==> config.mk <==
export PLATFORM = sky130hd
export DESIGN_NAME = keyword_substitution_cipher
export DESIGN_NICKNAME = d
export VERILOG_FILES = /design/src/sv/kwsc_pkg.sv /design/src/sv/kwsc_ctrl.sv /design/src/sv/kwsc_datapath.sv /design/src/sv/keyword_substitution_cipher.sv
export SDC_FILE = /design/constraint.sdc
export NUM_CORES = 1
export LEC_CHECK = 0
export ABC_CLOCK_PERIOD_IN_PS = 11200
export BUFFER_PORTS_ARGS = -buffer_cell sky130_fd_sc_hd__buf_2
export CELL_PAD_IN_SITES_DETAIL_PLACEMENT = 1
export CELL_PAD_IN_SITES_GLOBAL_PLACEMENT = 1
export CORE_MARGIN = 5
export CORE_UTILIZATION = 30
export DETAILED_ROUTE_END_ITERATION = 10
export PLACE_DENSITY = 0.54
export SLEW_MARGIN = 20
export SYNTH_ARGS = -nofsm -noshare
export SYNTH_HDL_FRONTEND = slang
export SYNTH_HIERARCHICAL = 1
export SYNTH_SLANG_ARGS = --single-unit
==> constraint.sdc <==
create_clock -name clk -period 11.2 [get_ports clk]
set_clock_uncertainty 0.15 [all_clocks]
set_input_delay 0.56 -clock clk [delete_from_list [all_inputs] [get_ports clk]]
set_output_delay 0.56 -clock clk [all_outputs]
set_load 0.1 [all_outputs]
==> src/sv/kwsc_pkg.sv <==
// Shared types, constants and the letter decoder of the keyword substitution cipher.
// Used by the controller, the datapath, the top level and the checker.
package kwsc_pkg;

    localparam int LETTERS = 26;
    localparam int IDX_W   = 5;
    localparam int BYTE_W  = 8;

    localparam logic [BYTE_W-1:0] CHAR_UPPER_A = 8'h41;
    localparam logic [BYTE_W-1:0] CHAR_UPPER_Z = 8'h5A;
    localparam logic [BYTE_W-1:0] CHAR_LOWER_A = 8'h61;
    localparam logic [BYTE_W-1:0] CHAR_LOWER_Z = 8'h7A;

    localparam logic [IDX_W-1:0] LAST_LETTER = IDX_W'(LETTERS - 1);

    typedef enum logic [1:0] {
        REQ_CLEAR    = 2'd0,
        REQ_KEY      = 2'd1,
        REQ_FINALIZE = 2'd2,
        REQ_TEXT     = 2'd3
    } req_t;

    // Commands from the controller to the datapath.
    typedef struct packed {
        logic             clear;
        logic             key_load;
        logic             fill_step;
        logic             inv_step;
        logic             text_load;
        logic [IDX_W-1:0] step_idx;
    } kwsc_cmd_t;

    typedef struct packed {
        logic             is_letter;
        logic             lower;
        logic [IDX_W-1:0] idx;
    } letter_t;

    // Classifies an ASCII byte; idx is zero for non-letters.
    function automatic letter_t decode_letter(input logic [BYTE_W-1:0] b);
        letter_t          res;
        logic [BYTE_W-1:0] diff;
        res  = '0;
        diff = '0;
        if (b >= CHAR_UPPER_A && b <= CHAR_UPPER_Z)
        begin
            diff          = b - CHAR_UPPER_A;
            res.is_letter = 1'b1;
            res.idx       = diff[IDX_W-1:0];
        end
        else if (b >= CHAR_LOWER_A && b <= CHAR_LOWER_Z)
        begin
            diff          = b - CHAR_LOWER_A;
            res.is_letter = 1'b1;
            res.lower     = 1'b1;
            res.idx       = diff[IDX_W-1:0];
        end
        return res;
    endfunction

endpackage

==> src/sv/kwsc_ctrl.sv <==
// Controller of the keyword substitution cipher: input handshake, finalize walk, output valid.
// Depends on kwsc_pkg.
module kwsc_ctrl (
    input  logic               clk,
    input  logic               rst_n,
    input  logic               in_valid,
    output logic               in_ready,
    input  logic [1:0]         req_type,
    output logic               out_valid,
    input  logic               out_ready,
    output kwsc_pkg::kwsc_cmd_t cmd
);
    import kwsc_pkg::*;

    typedef enum logic [1:0] {
        S_IDLE,
        S_FILL,
        S_INV
    } state_t;

    state_t           state_reg, state_next;
    logic [IDX_W-1:0] step_cnt_reg, step_cnt_next;
    logic             out_valid_reg, out_valid_next;
    logic             accept;
    req_t             req;

    assign req = req_t'(req_type);

    // A text item needs the output register free, or draining in this cycle.
    assign in_ready = (state_reg == S_IDLE) &&
                      ((req != REQ_TEXT) || !out_valid_reg || out_ready);
    assign accept    = in_valid && in_ready;
    assign out_valid = out_valid_reg;

    always_comb
    begin
        cmd            = '0;
        cmd.step_idx   = step_cnt_reg;
        state_next     = state_reg;
        step_cnt_next  = step_cnt_reg;
        out_valid_next = out_valid_reg && !out_ready;
        case (state_reg)
            S_IDLE:
            begin
                if (accept)
                begin
                    case (req)
                        REQ_CLEAR:    cmd.clear = 1'b1;
                        REQ_KEY:      cmd.key_load = 1'b1;
                        REQ_FINALIZE:
                        begin
                            state_next    = S_FILL;
                            step_cnt_next = LAST_LETTER;
                        end
                        REQ_TEXT:
                        begin
                            cmd.text_load  = 1'b1;
                            out_valid_next = 1'b1;
                        end
                        default: ;
                    endcase
                end
            end
            // Offer the letters from Z down to A.
            S_FILL:
            begin
                cmd.fill_step = 1'b1;
                if (step_cnt_reg == '0)
                begin
                    state_next = S_INV;
                end
                else
                begin
                    step_cnt_next = step_cnt_reg - 1'b1;
                end
            end
            // Build the inverse table one forward entry per cycle.
            S_INV:
            begin
                cmd.inv_step = 1'b1;
                if (step_cnt_reg == LAST_LETTER)
                begin
                    state_next = S_IDLE;
                end
                else
                begin
                    step_cnt_next = step_cnt_reg + 1'b1;
                end
            end
            default: state_next = S_IDLE;
        endcase
    end

    always_ff @(posedge clk or negedge rst_n)
    begin
        if (!rst_n)
        begin
            state_reg     <= S_IDLE;
            step_cnt_reg  <= '0;
            out_valid_reg <= 1'b0;
        end
        else
        begin
            state_reg     <= state_next;
            step_cnt_reg  <= step_cnt_next;
            out_valid_reg <= out_valid_next;
        end
    end

endmodule

==> src/sv/kwsc_datapath.sv <==
// Datapath of the keyword substitution cipher: tables, used mask, key length, output byte.
// Depends on kwsc_pkg; driven by commands from kwsc_ctrl.
module kwsc_datapath (
    input  logic                        clk,
    input  logic                        rst_n,
    input  kwsc_pkg::kwsc_cmd_t         cmd,
    input  logic [kwsc_pkg::BYTE_W-1:0] byte_in,
    input  logic                        cfg_wr_en,
    input  logic                        cfg_wr_data,
    output logic [kwsc_pkg::BYTE_W-1:0] byte_out
);
    import kwsc_pkg::*;

    logic [IDX_W-1:0]   fwd_table_reg [LETTERS];
    logic [IDX_W-1:0]   inv_table_reg [LETTERS];
    logic [LETTERS-1:0] used_reg, used_next;
    logic [IDX_W-1:0]   key_len_reg, key_len_next;
    logic               direction_reg;
    logic [BYTE_W-1:0]  byte_out_reg, byte_out_next;

    letter_t           dec;
    logic [IDX_W-1:0]  fwd_raddr;
    logic [IDX_W-1:0]  fwd_rdata;
    logic [IDX_W-1:0]  cand;
    logic              cand_valid;
    logic              append;
    logic [IDX_W-1:0]  mapped;
    logic [BYTE_W-1:0] base;

    assign dec       = decode_letter(byte_in);
    assign fwd_raddr = cmd.inv_step ? cmd.step_idx : dec.idx;
    assign fwd_rdata = fwd_table_reg[fwd_raddr];

    // Letter offered for appending: a keyword letter or the finalize walk letter.
    assign cand       = cmd.fill_step ? cmd.step_idx : dec.idx;
    assign cand_valid = cmd.fill_step || (cmd.key_load && dec.is_letter);
    assign append     = cand_valid && !used_reg[cand] && (key_len_reg < IDX_W'(LETTERS));

    always_comb
    begin
        used_next    = used_reg;
        key_len_next = key_len_reg;
        if (cmd.clear)
        begin
            used_next    = '0;
            key_len_next = '0;
        end
        else if (append)
        begin
            used_next    = used_reg | (LETTERS'(1) << cand);
            key_len_next = key_len_reg + 1'b1;
        end
    end

    assign mapped        = direction_reg ? inv_table_reg[dec.idx] : fwd_rdata;
    assign base          = dec.lower ? CHAR_LOWER_A : CHAR_UPPER_A;
    assign byte_out_next = dec.is_letter ? (base + BYTE_W'(mapped)) : byte_in;
    assign byte_out      = byte_out_reg;

    always_ff @(posedge clk or negedge rst_n)
    begin
        if (!rst_n)
        begin
            for (int i = 0; i < LETTERS; i++)
            begin
                fwd_table_reg[i] <= IDX_W'(i);
                inv_table_reg[i] <= IDX_W'(i);
            end
            used_reg      <= '0;
            key_len_reg   <= '0;
            direction_reg <= 1'b0;
        end
        else
        begin
            if (append)
            begin
                fwd_table_reg[key_len_reg] <= cand;
            end
            if (cmd.inv_step)
            begin
                inv_table_reg[fwd_rdata] <= cmd.step_idx;
            end
            used_reg    <= used_next;
            key_len_reg <= key_len_next;
            if (cfg_wr_en)
            begin
                direction_reg <= cfg_wr_data;
            end
        end
    end

    always_ff @(posedge clk)
    begin
        if (cmd.text_load)
        begin
            byte_out_reg <= byte_out_next;
        end
    end

endmodule

==> src/sv/keyword_substitution_cipher.sv <==
// Keyword substitution cipher on ASCII bytes, top level.
// Channels: input items (req_type, byte_in) on in_valid/in_ready, results (byte_out)
// on out_valid/out_ready, and a one-bit direction register on cfg_wr_en/cfg_wr_data
// (0 encrypts, 1 decrypts). The user must see that it is written only while the block
// is idle; the block itself does not enforce this. Clear and keyword items give no
// result. A text item's byte appears on byte_out the cycle after acceptance, held in
// an output register. A finalize item is accepted, then the letters Z down to A are
// offered to the alphabet and the inverse table is written, one entry per cycle
// through the single write port of each table; no item is accepted meanwhile.
// If the receiver stalls, the result stays on byte_out; clear, keyword and finalize
// items are still accepted, and a text item waits until the output register drains.
// Reset (rst_n, asynchronous, active low) sets both tables to identity, empties the
// keyword, selects encryption and drops out_valid. It needs no clearing pass.
// Depends on kwsc_pkg, kwsc_ctrl and kwsc_datapath.
module keyword_substitution_cipher (
    input  logic                        clk,
    input  logic                        rst_n,
    input  logic                        in_valid,
    output logic                        in_ready,
    input  logic [1:0]                  req_type,
    input  logic [kwsc_pkg::BYTE_W-1:0] byte_in,
    output logic                        out_valid,
    input  logic                        out_ready,
    output logic [kwsc_pkg::BYTE_W-1:0] byte_out,
    input  logic                        cfg_wr_en,
    input  logic                        cfg_wr_data
);
    import kwsc_pkg::*;

    kwsc_cmd_t cmd;

    kwsc_ctrl u_ctrl (
        .clk       (clk),
        .rst_n     (rst_n),
        .in_valid  (in_valid),
        .in_ready  (in_ready),
        .req_type  (req_type),
        .out_valid (out_valid),
        .out_ready (out_ready),
        .cmd       (cmd)
    );

    kwsc_datapath u_datapath (
        .clk         (clk),
        .rst_n       (rst_n),
        .cmd         (cmd),
        .byte_in     (byte_in),
        .cfg_wr_en   (cfg_wr_en),
        .cfg_wr_data (cfg_wr_data),
        .byte_out    (byte_out)
    );

endmodule

==> results_dict.tcl, run 1 <==
set metrics [dict create \
    status "completed" \
    finalSetupTns_ns 0 \
    synth_warnings 6 \
    startpoint_type "primary input" \
    ys_types 92 \
    start_util 0.303 \
    powerDensity_mw_per_mm2 239 \
    synth_flop_cell "dfrtp_1" \
    clock.fmax_mhz 152 \
    drv_cap 0 \
    route.detailed.drc 0 \
    worst_pin_slew_ns 1.07 \
    cts_root_buffer "clkbuf_16" \
    routed_wl_um 56100 \
    crit_arrival_ns 6.86 \
    dp_hpwl_um 37800 \
    syn-num-nets 1495 \
    topRoutingLayerUsed "met4" \
    rsz0062_at_grt "no" \
    ys_ff_latch 308 \
    grt_pass1_wl_um 86100 \
    ys_seq_area_frac 0.483 \
    setup_violations 0 \
    crit_slowest_cell "o31ai_1" \
    htree_levels 2 \
    via_count 12215 \
    synth-edff-count 8 \
    crit_chain "buf_2, inv_1, ha_1, buf_4, clkinv_1, nor2_1, o41ai_2, buf_4, nor3_1, nor3_1, and3_1, o31ai_1, nand3_1, nor2_1, mux2_2" \
    period_needed_ns 6.57 \
    placed_cells 2126 \
    peakVddDrop_mv 0.121 \
    grt_max_degree 113 \
    cp.required_ns 11.49 \
    slowest_delay_ns 0.89 \
    hold_viol_final 0 \
    firstDrtPassIters 5 \
    place.gp.congestion 0.860 \
    synthArstFlopShare 0.974 \
    final_nets 1504 \
    cts.repair.resized 0 \
    antennaDiodeCount 0 \
    synth_cells 1463 \
    worstSkewPairLatency_ns 0.57 \
    io_buffers 25 \
    die_width_um 243 \
    final_max_slew_viol_count 0 \
    drtAntennaViolNets 0 \
    cts_tree "yes" \
    num_rows 85 \
    cp_max_fo 27 \
    drt_first_iter_violations 662 \
    grt.total_usage 0.187 \
    end_kind "flop" \
    leakage_uw 0.00795 \
    wire_per_inst_um 25.5 \
    clkSinkCount 308 \
    die-area_mm2 0.0592 \
    grt-ovfl-total 0 \
    cts_max_path_buffers 3 \
    instances_no_fill 2199 \
    setup_slack_ns 4.63 \
    crit_type "in2reg" \
    met2RoutedLength_um 26500 \
    crit_buf_inv 5 \
    io_pins 26 \
    drt-met1-wl_um 26100 \
    hold_class "in2reg" \
    max_slew_margin 0.284 \
    wl_met3_um 2150 \
    routed_via_density 5.55 \
    antenna_found_initial 0 \
    min_period_over_period 0.587 \
    final_util 0.347 \
    grt_pass1_vias 12759 \
    clkTransAtPathRegs_ns 0.06 \
    syn_area_mm2 0.0163 \
    numCtsBuffers 39 \
    syn_avg_cell_area_um2 11.2 \
    area_growth_syn_to_layout_pct 14.3 \
    die_y_um 243 \
    drive_above_1_share 0.349 \
    core_mm2 0.0538 \
    preCtsSetupSlack_ns 4.18 \
    critical-path-top-delay-family "simple AND/OR/NAND/NOR gates" \
]
## routing by layer
metal  track usage  vias up
met4        0.0521        0
met5             0        -
met3        0.0239       74
li1              -     5426
met1         0.259     6469
met2         0.307      246
## cells in the final DEF (no fill, tap or decap), drive strengths merged, types with 6 or more instances in the layout
cell	Yosys	final
a211oi	25	25
a21boi	6	6
a21oi	45	45
a221oi	11	11
a22oi	6	6
a311oi	7	7
a31oi	28	28
a32oi	7	7
and3	15	15
buf	36	63
clkbuf	60	56
clkinv	2	8
dfrtp	186	186
dfstp	114	114
edfxtp	8	8
ha	15	15
inv	47	49
mux2	257	257
mux2i	64	64
nand2	141	141
nand2b	10	10
nand3	44	44
nand4	14	14
nor2	67	67
nor3	21	21
nor3b	8	8
o211ai	14	14
o21ai	64	64
o221ai	15	15
o22ai	6	6
o31ai	8	8
o32ai	6	6
o41ai	7	7
xnor2	6	6
## worst paths after layout
check	start	endpoint	slack (ns)	cells after the start
setup / recovery	byte_in[0]	u_datapath/inv_table_reg[46]$_DFFE_PN0P_	4.63	15
hold / removal	cfg_wr_en	u_datapath/direction_reg$_DFFE_PN0P_	0.06	2
setup reg to reg	u_ctrl/state_reg[0]$_DFFE_PN0P_	u_datapath/inv_table_reg[46]$_DFFE_PN0P_	5.76	12
hold reg to reg	u_datapath/inv_table_reg[64]$_DFFE_PN0P_	u_datapath/inv_table_reg[64]$_DFFE_PN0P_	0.34	1
max in group asynchronous	rst_n	u_datapath/fwd_table_reg[1]$_DFFE_PN0P_	8.14	4
min in group asynchronous	rst_n	u_ctrl/step_cnt_reg[4]$_DFFE_PN0P_	0.45	2
## power by group
group,internal (uW),leakage [uW],total (uW),switching [uW]
registers,1380,0.00370,1520,139
clock network,835,0.000672,1350,516
logic,519,0.00357,1580,1060
## cell usage after synthesis (8+ instances only)
library cell  count  share of area
nand3_1          44          0.013
ha_1             15          0.012
nand2b_1          9         0.0034
o31ai_1           8         0.0037
and3_1           15         0.0058
a211oi_1         24          0.011
nand2_1         140          0.032
dfstp_2         114           0.18
a221oi_1         11         0.0059
buf_2            21         0.0064
o221ai_1         15         0.0081
nand4_1          14         0.0054
inv_1            47          0.011
edfxtp_1          8          0.015
nor2_1           67          0.015
o21ai_0          60          0.018
a31oi_1          28          0.011
clkbuf_1         60          0.014
o211ai_1         14         0.0064
mux2_2          244           0.17
mux2i_1          64          0.039
dfrtp_1         186           0.29
a21oi_1          41          0.013
nor3_1           19         0.0058
## stage by stage
step / power (uW) / hold slack [ns] / instance area (um^2)
2_1_floorplan: 2530 / 0.114 / 16300
3_3_place_gp: 3080 / 0.330 / 17300
3_5_place_dp: 3110 / 0.332 / 17300
4_1_cts: 4500 / 0.0419 / 18600
5_1_grt: 4680 / 0.0726 / 18600
6_report: 4450 / 0.0578 / 18600
## final cells by class
| type | count | area [um^2] |
|---|---|---|
| Clock buffer | 56 | 1150 |
| Clock inverter | 16 | 231 |
| Fill cell | 5865 | 35200 |
| Inverter | 49 | 184 |
| Multi-Input combinational cell | 1010 | 7890 |
| Sequential cell | 308 | 7890 |
| Tap cell | 696 | 871 |
| Timing Repair Buffer | 64 | 430 |
## timing repair
action / in CTS / in global routing
hold endpoints to repair: 58 / 0
hold buffers: 1 / 0
buffers inserted: 0 / 0
setup endpoints to repair: 0 / 0
## kinds of logic (layout without fill, tap and decap cells)
family | Yosys count | in the layout | synth area share
AO/OA/AOI/OAI | 307 | 307 | 0.135
XOR/XNOR | 11 | 11 | 0.00590
adder cells (fa/ha/maj) | 16 | 16 | 0.0127
buffers and inverters | 145 | 185 | 0.0375
flip-flops | 308 | 308 | 0.483
multiplexers | 325 | 325 | 0.223
AND/OR/NAND/NOR | 351 | 351 | 0.102
No activity file was read; power rests on OpenSTA's default activity.
==> inputs of run 2 (changes only) <==
Settings changed: ABC_CLOCK_PERIOD_IN_PS 11200 to 5600, PLACE_DENSITY 0.54 to 0.56.
Clock period 11.2 ns to 5.6 ns, I/O delays scaled along.
==> results_dict.tcl, run 2 (synthesis gave the netlist of run 1 again) <==
set metrics [dict create \
    status "completed" \
    grt_pass1_vias 13117 \
    num_rows 85 \
    leakage_uw 0.00811 \
    placed_cells 2161 \
    hold_depth 3 \
    postCtsSetupRepairBufs 0 \
    core_mm2 0.0538 \
    seq_power_share 0.354 \
    crit_slowest_cell "or3b_1" \
    drive_above_1_share 0.358 \
    nFillCells 5862 \
    grt_max_degree 118 \
    crit_type "in2reg" \
    clock.fmax_mhz 191 \
    powerDensity_mw_per_mm2 462 \
    io_pins 26 \
    p_int_uw 5340 \
    clkSinkCount 308 \
    cp_max_fo 10 \
    rsz0062_at_grt "no" \
    wire_per_inst_um 25.0 \
    die-area_mm2 0.0592 \
    r2r-start "u_ctrl/state_reg[0]$_DFFE_PN0P_" \
    dp_hpwl_um 39500 \
    routed_via_density 5.50 \
    pwr-share-comb 0.362 \
    clkTransAtPathRegs_ns 0.06 \
    grt-ovfl-total 0 \
    final_common_cell "mux2_2" \
    numCtsBuffers 37 \
    cts_root_buffer "clkbuf_16" \
    min-delay-start "byte_in[2]" \
    multi_input_area_mm2 0.00789 \
    power_frac_clock 0.283 \
    antennaDiodeCount 0 \
    instances_no_fill 2238 \
    area_growth_syn_to_layout_pct 15.7 \
    worstSkewPairLatency_ns 0.56 \
    swShare 0.388 \
    firstDrtPassIters 5 \
    route.detailed.drc 0 \
    startpoint_type "primary input" \
    r2r_slack_ns 0.38 \
    grt_pass1_wl_um 86200 \
    htree_levels 2 \
    min_period_over_period 0.934 \
    grt.total_usage 0.187 \
    routed_wl_um 55900 \
    max_slew_margin 0.290 \
    crit_chain "dlygate4sd3_1, buf_2, or3b_4, o311a_1, nand2_2, o21ai_1, buf_4, buf_4, a21boi_0, o211ai_1, a32oi_1, a21o_1, or3b_1, nor2_1, mux2_2" \
    hold_viol_final 0 \
    place.gp.congestion 0.899 \
    slowest_delay_ns 0.61 \
    drv_cap 0 \
    cpMostUsedCell "buf_4" \
    r2r-end "u_datapath/inv_table_reg[84]$_DFFE_PN0P_" \
    period_needed_ns 5.23 \
    cts_tree "yes" \
    worst_pin_slew_ns 1.07 \
    setup_violations 0 \
    final_cell_mix "244 x mux2_2, 184 x dfrtp_1, 140 x nand2_1" \
    die_width_um 243 \
    finalSetupTns_ns 0 \
    start_util 0.303 \
    peakVddDrop_mv 0.177 \
    drtAntennaViolNets 0 \
    crit_arrival_ns 5.52 \
    final_nets 1545 \
    final_max_slew_viol_count 0 \
    io_buffers 25 \
    cp.required_ns 5.89 \
    via_count 12317 \
    die_y_um 243 \
    ff2ff_path_depth 14 \
    antenna_found_initial 2 \
    cts_max_path_buffers 3 \
    area.sequential_mm2 0.00789 \
    hold_path_end "u_datapath/byte_out[2]$_DFFE_PP_" \
    hold_class "in2reg" \
    drt_first_iter_violations 905 \
    power_switching_uw 3380 \
    total_power_uw 8730 \
    end_kind "flop" \
]
==> run 2: changes by cell type in the layout (fill, tap and decap cells not counted), moves of 2 or more <==
cell and delta:
dlygate4sd3_1 +8, buf_12 +2, o41ai_2 -2, buf_4 +33, clkinvlp_4 -3, clkbuf_8 +2
clkinv_2 +2, clkbuf_16 -3, bufinv_16 -3
==> run 2: final cells by class <==
cell class,count,area share
Sequential cell,308,0.418
Clock buffer,56,0.0587
Clock inverter,12,0.00723
Multi-Input combinational cell,1010,0.418
Tap cell,696,0.0461
Inverter,49,0.00974
Timing Repair Buffer,107,0.0423
==> run 2: per-layer routing <==
| metal | routed length [um] | track usage | vias to the layer above |
|---|---|---|---|
| li1 | - | - | 5524 |
| met1 | 25800 | 0.258 | 6474 |
| met2 | 26400 | 0.307 | 249 |
| met3 | 2440 | 0.0310 | 68 |
| met4 | 1260 | 0.0492 | 2 |
| met5 | 13 | 0 | - |
==> run 2: power groups by stage <==
stage	sequential, uW	combinational [uW]	clock, uW
after CTS	3100	3150	2540
final	3090	3160	2470
after detailed placement	3130	3130	0
after floorplan	2990	2060	0
after global routing	3150	3410	2640
after global placement	3110	3080	0
==> run 2: through the flow <==
step	util	setup WS [ns]	instance area, um^2	hold slack (ns)
after floorplan	-	0.997	16300	-0.166
after global placement	0.326	0.110	17500	0.257
after detailed placement	0.326	0.164	17500	0.260
after CTS	0.351	0.482	18900	0.00344
after global routing	0.351	0.230	18900	0.0474
final	0.351	0.370	18900	0.0166
==> run 2: worst max-delay path by stage <==
stage | startpoint | to | slack [ns]
after global placement | byte_in[0] | u_datapath/inv_table_reg[33]$_DFFE_PN0P_ | 0.11
final | byte_in[3] | u_datapath/inv_table_reg[84]$_DFFE_PN0P_ | 0.37
after global routing | byte_in[3] | u_datapath/inv_table_reg[47]$_DFFE_PN0P_ | 0.23
after detailed placement | byte_in[1] | u_datapath/inv_table_reg[84]$_DFFE_PN0P_ | 0.16
after floorplan | byte_in[0] | u_datapath/inv_table_reg[13]$_DFFE_PN0P_ | 1.0
after CTS | u_ctrl/state_reg[0]$_DFFE_PN0P_ | u_datapath/inv_table_reg[84]$_DFFE_PN0P_ | 0.48
==> run 2: worst max-delay path: cells and delay by family <==
kind,cells,cell delay (ns)
AOI/OAI and AO/OA,6,1.79
buffers and inverters,4,1.16
muxes,1,0.40
and+or+nand+nor,4,1.88
==> run 2: timing repair <==
item,in CTS,in global routing
resized for setup,0,0
hold endpoints to repair,69,0
hold buffers,9,0
